--- config.mk ---
export PLATFORM = sky130hd
export DESIGN_NAME = stack_with_max
export DESIGN_NICKNAME = d
export VERILOG_FILES = /design/src/sv/stkmax_pkg.sv /design/src/sv/stack_with_max.sv /design/src/sv/stkmax_ctrl.sv /design/src/sv/stkmax_dp.sv
export SDC_FILE = /design/constraint.sdc
export NUM_CORES = 1
export LEC_CHECK = 0
export ABC_CLOCK_PERIOD_IN_PS = 6200
export BUFFER_PORTS_ARGS = -buffer_cell sky130_fd_sc_hd__buf_2
export CAP_MARGIN = 5
export CORE_MARGIN = 2
export CORE_UTILIZATION = 55
export CTS_CLUSTER_SIZE = 25
export DETAILED_ROUTE_END_ITERATION = 12
export PLACE_DENSITY = 0.74
export SLEW_MARGIN = 5
export SYNTH_ARGS = -nofsm -noshare
export SYNTH_HDL_FRONTEND = slang
export SYNTH_SLANG_ARGS = --single-unit
--- constraint.sdc ---
create_clock -name i_clk -period 6.2 [get_ports i_clk]
set_input_delay 0.93 -clock i_clk [delete_from_list [all_inputs] [get_ports i_clk]]
set_output_delay 0.93 -clock i_clk [all_outputs]
set_load 0.01 [all_outputs]
--- src/sv/stkmax_pkg.sv ---
// Shared types and codes for the max-tracking stack.
// Used by stkmax_ctrl, stkmax_dp and stack_with_max; depends on nothing.
package stkmax_pkg;

    localparam int WORD_W  = 32;
    localparam int KIND_W  = 2;
    localparam int FAULT_W = 2;
    localparam int FILL_W  = 5;

    // Operation codes carried in the kind field; the unused code acts as no operation.
    localparam logic [KIND_W-1:0] KIND_PUSH = 2'd0;
    localparam logic [KIND_W-1:0] KIND_POP  = 2'd1;
    localparam logic [KIND_W-1:0] KIND_NOP  = 2'd2;

    localparam logic [FAULT_W-1:0] FAULT_NONE      = 2'd0;
    localparam logic [FAULT_W-1:0] FAULT_PUSH_FULL = 2'd1;
    localparam logic [FAULT_W-1:0] FAULT_POP_EMPTY = 2'd2;

    // Controller to datapath.
    typedef struct packed {
        logic accept;   // take the input beat this cycle
        logic finish;   // complete a pop whose new top comes from memory
    } t_ctl_cmd;

    // Datapath to controller.
    typedef struct packed {
        logic out_free;    // output register empty or being drained
        logic need_fetch;  // pending input is a pop that exposes a stored word
    } t_dp_status;

endpackage

--- src/sv/stack_with_max.sv ---
// Bounded LIFO stack of signed 32-bit words that reports its running maximum.
//
// Input channel: i_in_valid / o_in_stall carry one beat of i_kind and
// i_push_value. Kind push stores a word, pop removes the top word, and the
// other codes only report status. Output channel: o_out_valid / i_out_stall
// carry one result beat per input beat: popped word, new top, maximum, fill
// count, empty and full flags and a fault code (push while full, pop while
// empty; both leave the stack unchanged).
// Results are registered. A pop that leaves at least one word behind first
// reads the new top from the level memory into a read register, then loads
// its result in the fetch state. Throughput: one beat per cycle while the
// receiver does not stall; such a pop holds off the next beat because the new
// top comes through the single registered read port of the level memory. The
// top word and its maximum sit in registers, so a push never waits on memory.
// Reset (synchronous, active low) empties the stack and drops any pending
// result; the level memory is not cleared since only written levels are read.
// When the receiver stalls, the result register holds its beat and the input
// stalls once a new result would need that register.
// Depends on stkmax_pkg, stkmax_ctrl and stkmax_dp.
module stack_with_max #(
    parameter int DEPTH = 16
) (
    input  logic                                 i_clk,
    input  logic                                 i_rst_n,
    input  logic                                 i_in_valid,
    output logic                                 o_in_stall,
    input  logic [stkmax_pkg::KIND_W-1:0]        i_kind,
    input  logic signed [stkmax_pkg::WORD_W-1:0] i_push_value,
    output logic                                 o_out_valid,
    input  logic                                 i_out_stall,
    output logic signed [stkmax_pkg::WORD_W-1:0] o_popped_value,
    output logic signed [stkmax_pkg::WORD_W-1:0] o_top_value,
    output logic signed [stkmax_pkg::WORD_W-1:0] o_max_value,
    output logic [stkmax_pkg::FILL_W-1:0]        o_fill_count,
    output logic                                 o_is_empty_flag,
    output logic                                 o_is_full_flag,
    output logic [stkmax_pkg::FAULT_W-1:0]       o_fault
);

    // Commands from the sequencer and status back from the datapath.
    stkmax_pkg::t_ctl_cmd   ctl_cmd;
    stkmax_pkg::t_dp_status dp_status;

    // Sequencer: decides when an input beat is taken and when a deep pop completes.
    stkmax_ctrl u_ctrl (
        .i_clk      (i_clk),
        .i_rst_n    (i_rst_n),
        .i_in_valid (i_in_valid),
        .o_in_stall (o_in_stall),
        .i_status   (dp_status),
        .o_cmd      (ctl_cmd)
    );

    // Datapath: top registers, level memory with per-level maximum, result register.
    stkmax_dp #(
        .DEPTH (DEPTH)
    ) u_dp (
        .i_clk           (i_clk),
        .i_rst_n         (i_rst_n),
        .i_cmd           (ctl_cmd),
        .o_status        (dp_status),
        .i_kind          (i_kind),
        .i_push_value    (i_push_value),
        .o_out_valid     (o_out_valid),
        .i_out_stall     (i_out_stall),
        .o_popped_value  (o_popped_value),
        .o_top_value     (o_top_value),
        .o_max_value     (o_max_value),
        .o_fill_count    (o_fill_count),
        .o_is_empty_flag (o_is_empty_flag),
        .o_is_full_flag  (o_is_full_flag),
        .o_fault         (o_fault)
    );

endmodule

--- src/sv/stkmax_ctrl.sv ---
// Sequencing controller for the max-tracking stack.
// Depends on stkmax_pkg; drives commands into stkmax_dp.
module stkmax_ctrl (
    input  logic                    i_clk,
    input  logic                    i_rst_n,
    input  logic                    i_in_valid,
    output logic                    o_in_stall,
    input  stkmax_pkg::t_dp_status  i_status,
    output stkmax_pkg::t_ctl_cmd    o_cmd
);

    typedef enum logic [1:0] {
        ST_IDLE  = 2'b01,
        ST_FETCH = 2'b10
    } t_state;

    t_state r_state;
    t_state n_state;

    always_comb begin
        o_cmd.accept = 1'b0;
        o_cmd.finish = 1'b0;
        o_in_stall   = 1'b1;
        n_state      = r_state;
        unique case (r_state)
            ST_IDLE: begin
                o_in_stall   = !i_status.out_free;
                o_cmd.accept = i_in_valid && i_status.out_free;
                if (o_cmd.accept && i_status.need_fetch) begin
                    n_state = ST_FETCH;
                end
            end
            ST_FETCH: begin
                o_cmd.finish = i_status.out_free;
                if (i_status.out_free) begin
                    n_state = ST_IDLE;
                end
            end
            default: begin
                n_state = ST_IDLE;
            end
        endcase
    end

    always_ff @(posedge i_clk) begin
        if (!i_rst_n) begin
            r_state <= ST_IDLE;
        end else begin
            r_state <= n_state;
        end
    end

    // Hold off input while a fetch is outstanding.
    a_fetch_blocks_input: assert property (@(posedge i_clk) disable iff (!i_rst_n)
        (r_state == ST_FETCH) |-> !o_cmd.accept)
        else $error("input accepted during fetch");

    // Enter fetch only after accepting a deep pop.
    a_fetch_entry: assert property (@(posedge i_clk) disable iff (!i_rst_n)
        $rose(r_state == ST_FETCH) |-> $past(o_cmd.accept && i_status.need_fetch))
        else $error("fetch entered without a deep pop");

    // Never accept and finish in the same cycle.
    a_cmd_exclusive: assert property (@(posedge i_clk) disable iff (!i_rst_n)
        !(o_cmd.accept && o_cmd.finish))
        else $error("accept and finish overlap");

endmodule

--- src/sv/stkmax_dp.sv ---
// Datapath for the max-tracking stack: top registers, level memory, result register.
// Depends on stkmax_pkg; steered by stkmax_ctrl.
module stkmax_dp #(
    parameter int DEPTH = 16
) (
    input  logic                                i_clk,
    input  logic                                i_rst_n,
    input  stkmax_pkg::t_ctl_cmd                i_cmd,
    output stkmax_pkg::t_dp_status              o_status,
    input  logic [stkmax_pkg::KIND_W-1:0]       i_kind,
    input  logic signed [stkmax_pkg::WORD_W-1:0] i_push_value,
    output logic                                o_out_valid,
    input  logic                                i_out_stall,
    output logic signed [stkmax_pkg::WORD_W-1:0] o_popped_value,
    output logic signed [stkmax_pkg::WORD_W-1:0] o_top_value,
    output logic signed [stkmax_pkg::WORD_W-1:0] o_max_value,
    output logic [stkmax_pkg::FILL_W-1:0]       o_fill_count,
    output logic                                o_is_empty_flag,
    output logic                                o_is_full_flag,
    output logic [stkmax_pkg::FAULT_W-1:0]      o_fault
);

    localparam int CNTW = $clog2(DEPTH + 1);
    localparam int AW   = (DEPTH > 1) ? $clog2(DEPTH) : 1;
    localparam int WW   = stkmax_pkg::WORD_W;
    localparam int FW   = stkmax_pkg::FILL_W;
    localparam logic [CNTW-1:0] FULL_CNT = CNTW'(DEPTH);

    // Words below the top level; the top level lives in r_top / r_max.
    logic signed [WW-1:0] mem_word [DEPTH];
    logic signed [WW-1:0] mem_max  [DEPTH];
    logic signed [WW-1:0] r_rd_word;
    logic signed [WW-1:0] r_rd_max;

    logic [CNTW-1:0]      r_count;
    logic [CNTW-1:0]      n_count;
    logic signed [WW-1:0] r_top;
    logic signed [WW-1:0] n_top;
    logic signed [WW-1:0] r_max;
    logic signed [WW-1:0] n_max;
    logic signed [WW-1:0] r_popped;

    logic                 r_out_valid;
    logic signed [WW-1:0] r_out_popped;
    logic signed [WW-1:0] r_out_top;
    logic signed [WW-1:0] r_out_max;
    logic [CNTW-1:0]      r_out_count;
    logic [stkmax_pkg::FAULT_W-1:0] r_out_fault;

    logic                 is_push;
    logic                 is_pop;
    logic                 empty;
    logic                 full;
    logic                 push_ok;
    logic                 pop_ok;
    logic                 need_fetch;
    logic                 load_out;
    logic signed [WW-1:0] push_max;
    logic signed [WW-1:0] out_popped;
    logic [stkmax_pkg::FAULT_W-1:0] out_fault;
    logic [AW-1:0]        wr_addr;
    logic [AW-1:0]        rd_addr;
    logic [CNTW+FW-1:0]   fill_ext;

    assign is_push    = (i_kind == stkmax_pkg::KIND_PUSH);
    assign is_pop     = (i_kind == stkmax_pkg::KIND_POP);
    assign empty      = (r_count == '0);
    assign full       = (r_count == FULL_CNT);
    assign push_ok    = is_push && !full;
    assign pop_ok     = is_pop && !empty;
    assign need_fetch = pop_ok && (r_count > CNTW'(1));
    assign push_max   = (!empty && (r_max > i_push_value)) ? r_max : i_push_value;
    assign wr_addr    = AW'(r_count - CNTW'(1));
    assign rd_addr    = AW'(r_count - CNTW'(2));

    assign o_status.out_free   = !r_out_valid || !i_out_stall;
    assign o_status.need_fetch = need_fetch;

    always_comb begin
        n_count = r_count;
        n_top   = r_top;
        n_max   = r_max;
        if (i_cmd.accept && push_ok) begin
            n_count = r_count + CNTW'(1);
            n_top   = i_push_value;
            n_max   = push_max;
        end else if (i_cmd.accept && pop_ok) begin
            n_count = r_count - CNTW'(1);
        end
        if (i_cmd.finish) begin
            n_top = r_rd_word;
            n_max = r_rd_max;
        end
    end

    always_comb begin
        out_popped = '0;
        out_fault  = stkmax_pkg::FAULT_NONE;
        if (i_cmd.finish) begin
            out_popped = r_popped;
        end else begin
            if (pop_ok) begin
                out_popped = r_top;
            end
            if (is_push && full) begin
                out_fault = stkmax_pkg::FAULT_PUSH_FULL;
            end else if (is_pop && empty) begin
                out_fault = stkmax_pkg::FAULT_POP_EMPTY;
            end
        end
    end

    assign load_out = (i_cmd.accept && !need_fetch) || i_cmd.finish;

    // Spill the old top below on push; fetch the next top on a deep pop.
    always_ff @(posedge i_clk) begin
        if (i_cmd.accept && push_ok && !empty) begin
            mem_word[wr_addr] <= r_top;
            mem_max[wr_addr]  <= r_max;
        end
    end

    always_ff @(posedge i_clk) begin
        if (i_cmd.accept && need_fetch) begin
            r_rd_word <= mem_word[rd_addr];
            r_rd_max  <= mem_max[rd_addr];
        end
    end

    always_ff @(posedge i_clk) begin
        r_top <= n_top;
        r_max <= n_max;
        if (i_cmd.accept && pop_ok) begin
            r_popped <= r_top;
        end
        if (load_out) begin
            r_out_popped <= out_popped;
            r_out_top    <= (n_count == '0) ? '0 : n_top;
            r_out_max    <= (n_count == '0) ? '0 : n_max;
            r_out_count  <= n_count;
            r_out_fault  <= out_fault;
        end
    end

    always_ff @(posedge i_clk) begin
        if (!i_rst_n) begin
            r_count     <= '0;
            r_out_valid <= 1'b0;
        end else begin
            r_count     <= n_count;
            r_out_valid <= load_out || (r_out_valid && i_out_stall);
        end
    end

    assign fill_ext        = {{FW{1'b0}}, r_out_count};
    assign o_out_valid     = r_out_valid;
    assign o_popped_value  = r_out_popped;
    assign o_top_value     = r_out_top;
    assign o_max_value     = r_out_max;
    assign o_fill_count    = fill_ext[FW-1:0];
    assign o_is_empty_flag = (r_out_count == '0);
    assign o_is_full_flag  = (r_out_count == FULL_CNT);
    assign o_fault         = r_out_fault;

    a_count_bound: assert property (@(posedge i_clk) disable iff (!i_rst_n)
        r_count <= FULL_CNT)
        else $error("stack count above depth");

    a_push_grows: assert property (@(posedge i_clk) disable iff (!i_rst_n)
        (i_cmd.accept && push_ok) |=> (r_count == $past(r_count) + CNTW'(1)))
        else $error("push did not advance count");

    a_finish_nonempty: assert property (@(posedge i_clk) disable iff (!i_rst_n)
        i_cmd.finish |-> (r_count != '0))
        else $error("fetch completed on an empty stack");

    a_max_covers_top: assert property (@(posedge i_clk) disable iff (!i_rst_n)
        (r_out_valid && !o_is_empty_flag) |-> (r_out_max >= r_out_top))
        else $error("reported maximum below top word");

endmodule
==> results.md <==
- Overall die width: 305 µm
- Vias in the first global route: 25.9k
- Count of final setup violators: 0
- Proportion of power drawn by the clock network: 38.4%
- Number of vias per cell after detailed routing: 6.72
- Cell Area, Placed: 0.0521 mm²
- Layout filler cell count: 5841
- Top cell type's share of synthesized area: 73.8%
- Crit path max-delay cell type: sky130_fd_sc_hd__dfxtp_4
- Clock buffer count from CTS: 130
- Maximum count of clock buffers along a single path: 3
- Avg WL per Cell: 32.5 µm
- Worst skew pair latency: 0.73 ns
- Worst slew slack as a fraction of its limit: 15.9%
- Fmax: 211 MHz
- Average instance area after synthesis: 21.2 µm²
- Weighted congestion at the end of routability-driven global placement: 0.865
- Share of flip-flops with an asynchronous set or reset after synthesis: 0%
- Class of the worst hold path: flip-flop to flip-flop
- Worst Path Required: 6.62 ns
- Highest routing layer actually used: met5
- RSZ-0062 raised after global routing: no
- Most area-hungry cell type in the Yosys netlist: sky130_fd_sc_hd__edfxtp_1
- Static Leakage: 18.1 nW
- Number of enable flip-flop cells after synthesis: 1223
- Antenna violations before repair: 14
- Residual overflow from global routing: 0
- IR drop worst, VDD: 0.000272 V
- Area of the multi-input gates: 0.0111 mm²
- Post-cts hold buffer count: 0
- Starting density of the core: 55.4%
- Post-synthesis cell type count: 51
- Port bufs: 144
- Switching power summed over all nets: 4.55 mW
- Ordered list of cells on the worst path: inv_1, ha_1, nor4b_2, or3b_4, nor2_4, a22oi_1, or3_1, nor3_4, buf_4, a211oi_1
- Area grow syn2layout: 12.9%
- Pre-Repair DR Iteration Count: 8
- Worst slack on hold paths: 0.511 ns
- Combinational group share of total power: 6.2%
- Pint: 15.0 mW
- Final number of max-transition violations: 0
- Final worst path period need: 4.73 ns
- Power density of the placed cells: 349 mW/mm²
- Share of the yosys chip area belonging to registers: 76.7%
- Top-level port count: 145
- First-pass GRT wire length: 180000 µm
- Final Instance Count excl. Fillers: 3841
- Worst slew pin tran: 1.26 ns
- Post-route design area: 0.0562 mm²
- Worst Setup Path Type: flip-flop to flip-flop
- CTS tree: built
- Routed wire length on met2: 59100 µm
- Count of H-tree levels built during CTS: 4
- Final hold vios: 0
- Nature of the critical path endpoint: flip-flop
- Core Region: 0.0899 mm²
- Number of warnings issued by yosys: 0
- Final net count: 2638
- Pin count of the biggest net entering global routing: 74
- Largest stage delay on the critical path: 0.90 ns
- Worst path arrival time: 5.15 ns
- GRT Util Overall: 27.1%
- Overall die area: 0.0929 mm²
- Nature of the critical path startpoint: flip-flop
- Maximum net fanout on the critical path: 56
- Post-CTS setup buffer count: 0
- Top cells by area, synth: sky130_fd_sc_hd__edfxtp_1 (74%), sky130_fd_sc_hd__mux4_2 (14%), sky130_fd_sc_hd__dfxtp_1 (2.9%), sky130_fd_sc_hd__ha_1 (1.0%), sky130_fd_sc_hd__clkbuf_1 (0.69%)
- Period Utilization, post-route: 76.3%
- Post-route setup TNS: 0 ns
- Power share of the sequential group: 55.4%
- Detailed-route via count: 25.8k
- Maxcap violations: 0
- Hpwl dp: 69800 µm
- Netlist area before placement: 0.0498 mm²
- Clk Tree Root Cell: sky130_fd_sc_hd__clkbuf_16
- Switching Share: 23.2%
- Predominant post-synthesis flop cell: sky130_fd_sc_hd__edfxtp_1
- Placed cell count: 3603
- Maximum clock skew at final layout: 0.0195 ns
- Area taken by flip-flops and latches: 0.0382 mm²
- Met3 wirelength from detailed routing: 15900 µm
- Synth top cells by count: sky130_fd_sc_hd__edfxtp_1 (1223), sky130_fd_sc_hd__mux4_2 (320), sky130_fd_sc_hd__clkbuf_1 (92)
- Final wirelength: 125000 µm
- Residual DRC count: 0
- Row count: 110
- Syn Inst Count: 2352
- Fraction of layout instances using a drive strength above 1: 28.0%
- Number of flip-flops and latches in the synthesized netlist: 1295
- Number of clock sinks: 1295
- Final standard cell utilization of the core: 62.5%
- Syn nets: 2431
- Result of the run: finished clean
- Cell with the most instances after synthesis: sky130_fd_sc_hd__edfxtp_1
- Number of gates resized after cts: 0
- Vertical extent of the die: 305 µm
- Clock input transition at the sequential cells of the worst setup and hold paths: 0.06 ns
- Initial DRC Count: 3873
- Length of routed wiring on met1: 46100 µm
- Post-detailed-route count of antenna-violating nets: 0
## sequential cells by signal, indices dropped and copies added, names as in the netlist
register,count
u_dp.mem_word,512
u_dp.o_max_value,32
u_dp.r_max,32
u_ctrl.r_state,2
u_dp.o_fault,2
u_dp.r_rd_word,32
u_dp.o_fill_count,5
u_dp.o_top_value,32
u_dp.r_count,5
u_dp.r_rd_max,32
u_dp.r_top,32
u_dp.mem_max,512
u_dp.o_popped_value,32
u_dp.o_out_valid,1
u_dp.r_popped,32
## cells by family after synthesis
logic type,after synthesis,share of synthesized area [%]
flops,1295,76.7
compound gates,204,2.95
simple gates,285,2.74
buf+inv,169,1.39
mux,352,15.1
fa+ha+maj,41,1.03
xor+xnor,6,0.106
## power groups by stage
stage	Combinational, mW	Clock (mW)	Sequential [mW]
floorplan	0.815	0	10.7
global placement	1.14	0	11.0
detailed placement	1.18	0	11.0
CTS	1.20	7.60	10.8
global route	1.28	7.94	10.9
finish	1.20	7.52	10.9
## final cells by class
class,count,share of cell area (%)
flip-flops and latches,1295,67.9
multi-input cells,888,19.8
clock buffers,174,6.36
well taps,1176,2.62
repair buffers,206,2.18
clock inverters,60,0.888
inverters,38,0.254
diodes,4,0.0178
## metal layers
metal | vias to the layer above | GRT usage, %
li1 | 10300 | -
met1 | 13500 | 37.6
met2 | 1812 | 42.1
met3 | 236 | 7.61
met4 | 14 | 8.86
met5 | - | 0
## worst paths after layout
| check | from | to | slack (ns) | cells after the start |
|---|---|---|---|---|
| hold reg to reg | u_dp.r_rd_word[14] | u_dp.r_top[14] | 0.51 | 2 |
| hold / removal | u_dp.r_rd_word[14] | u_dp.r_top[14] | 0.51 | 2 |
| setup reg to reg | u_dp.r_count[1] | u_dp.o_top_value[21] | 1.47 | 10 |
| setup / recovery | u_dp.r_count[1] | u_dp.o_top_value[21] | 1.47 | 10 |
## layout by cell type, fill, tap and decap left out, drive strengths merged, types with 5 or more instances in the layout
master / count
edfxtp: 1223
mux4: 320
buf: 206
clkbuf: 174
nor2: 85
nand2: 82
dfxtp: 72
clkinv: 48
a21oi: 47
inv: 43
ha: 41
nand4: 40
nand3: 38
o31ai: 37
a31oi: 35
a211oi: 34
mux2i: 32
a311oi: 32
and2: 15
bufinv: 5
## metrics by stage
step | setup slack (ns) | power (mW)
6_report | 1.47 | 19.6
5_1_grt | 1.33 | 20.1
4_1_cts | 1.52 | 19.6
3_5_place_dp | 1.56 | 12.2
3_3_place_gp | 1.63 | 12.1
2_1_floorplan | 0.498 | 11.5
## critical path, delay by kind of cell (launching register included)
family / cells / cell delay [ns]
and+or+nand+nor: 5 / 1.89
buffers and inverters: 2 / 0.82
adders and majority gates: 1 / 0.35
AOI/OAI and AO/OA: 2 / 0.42
DFF: 1 / 0.90
(Power assumes the default switching activity.)
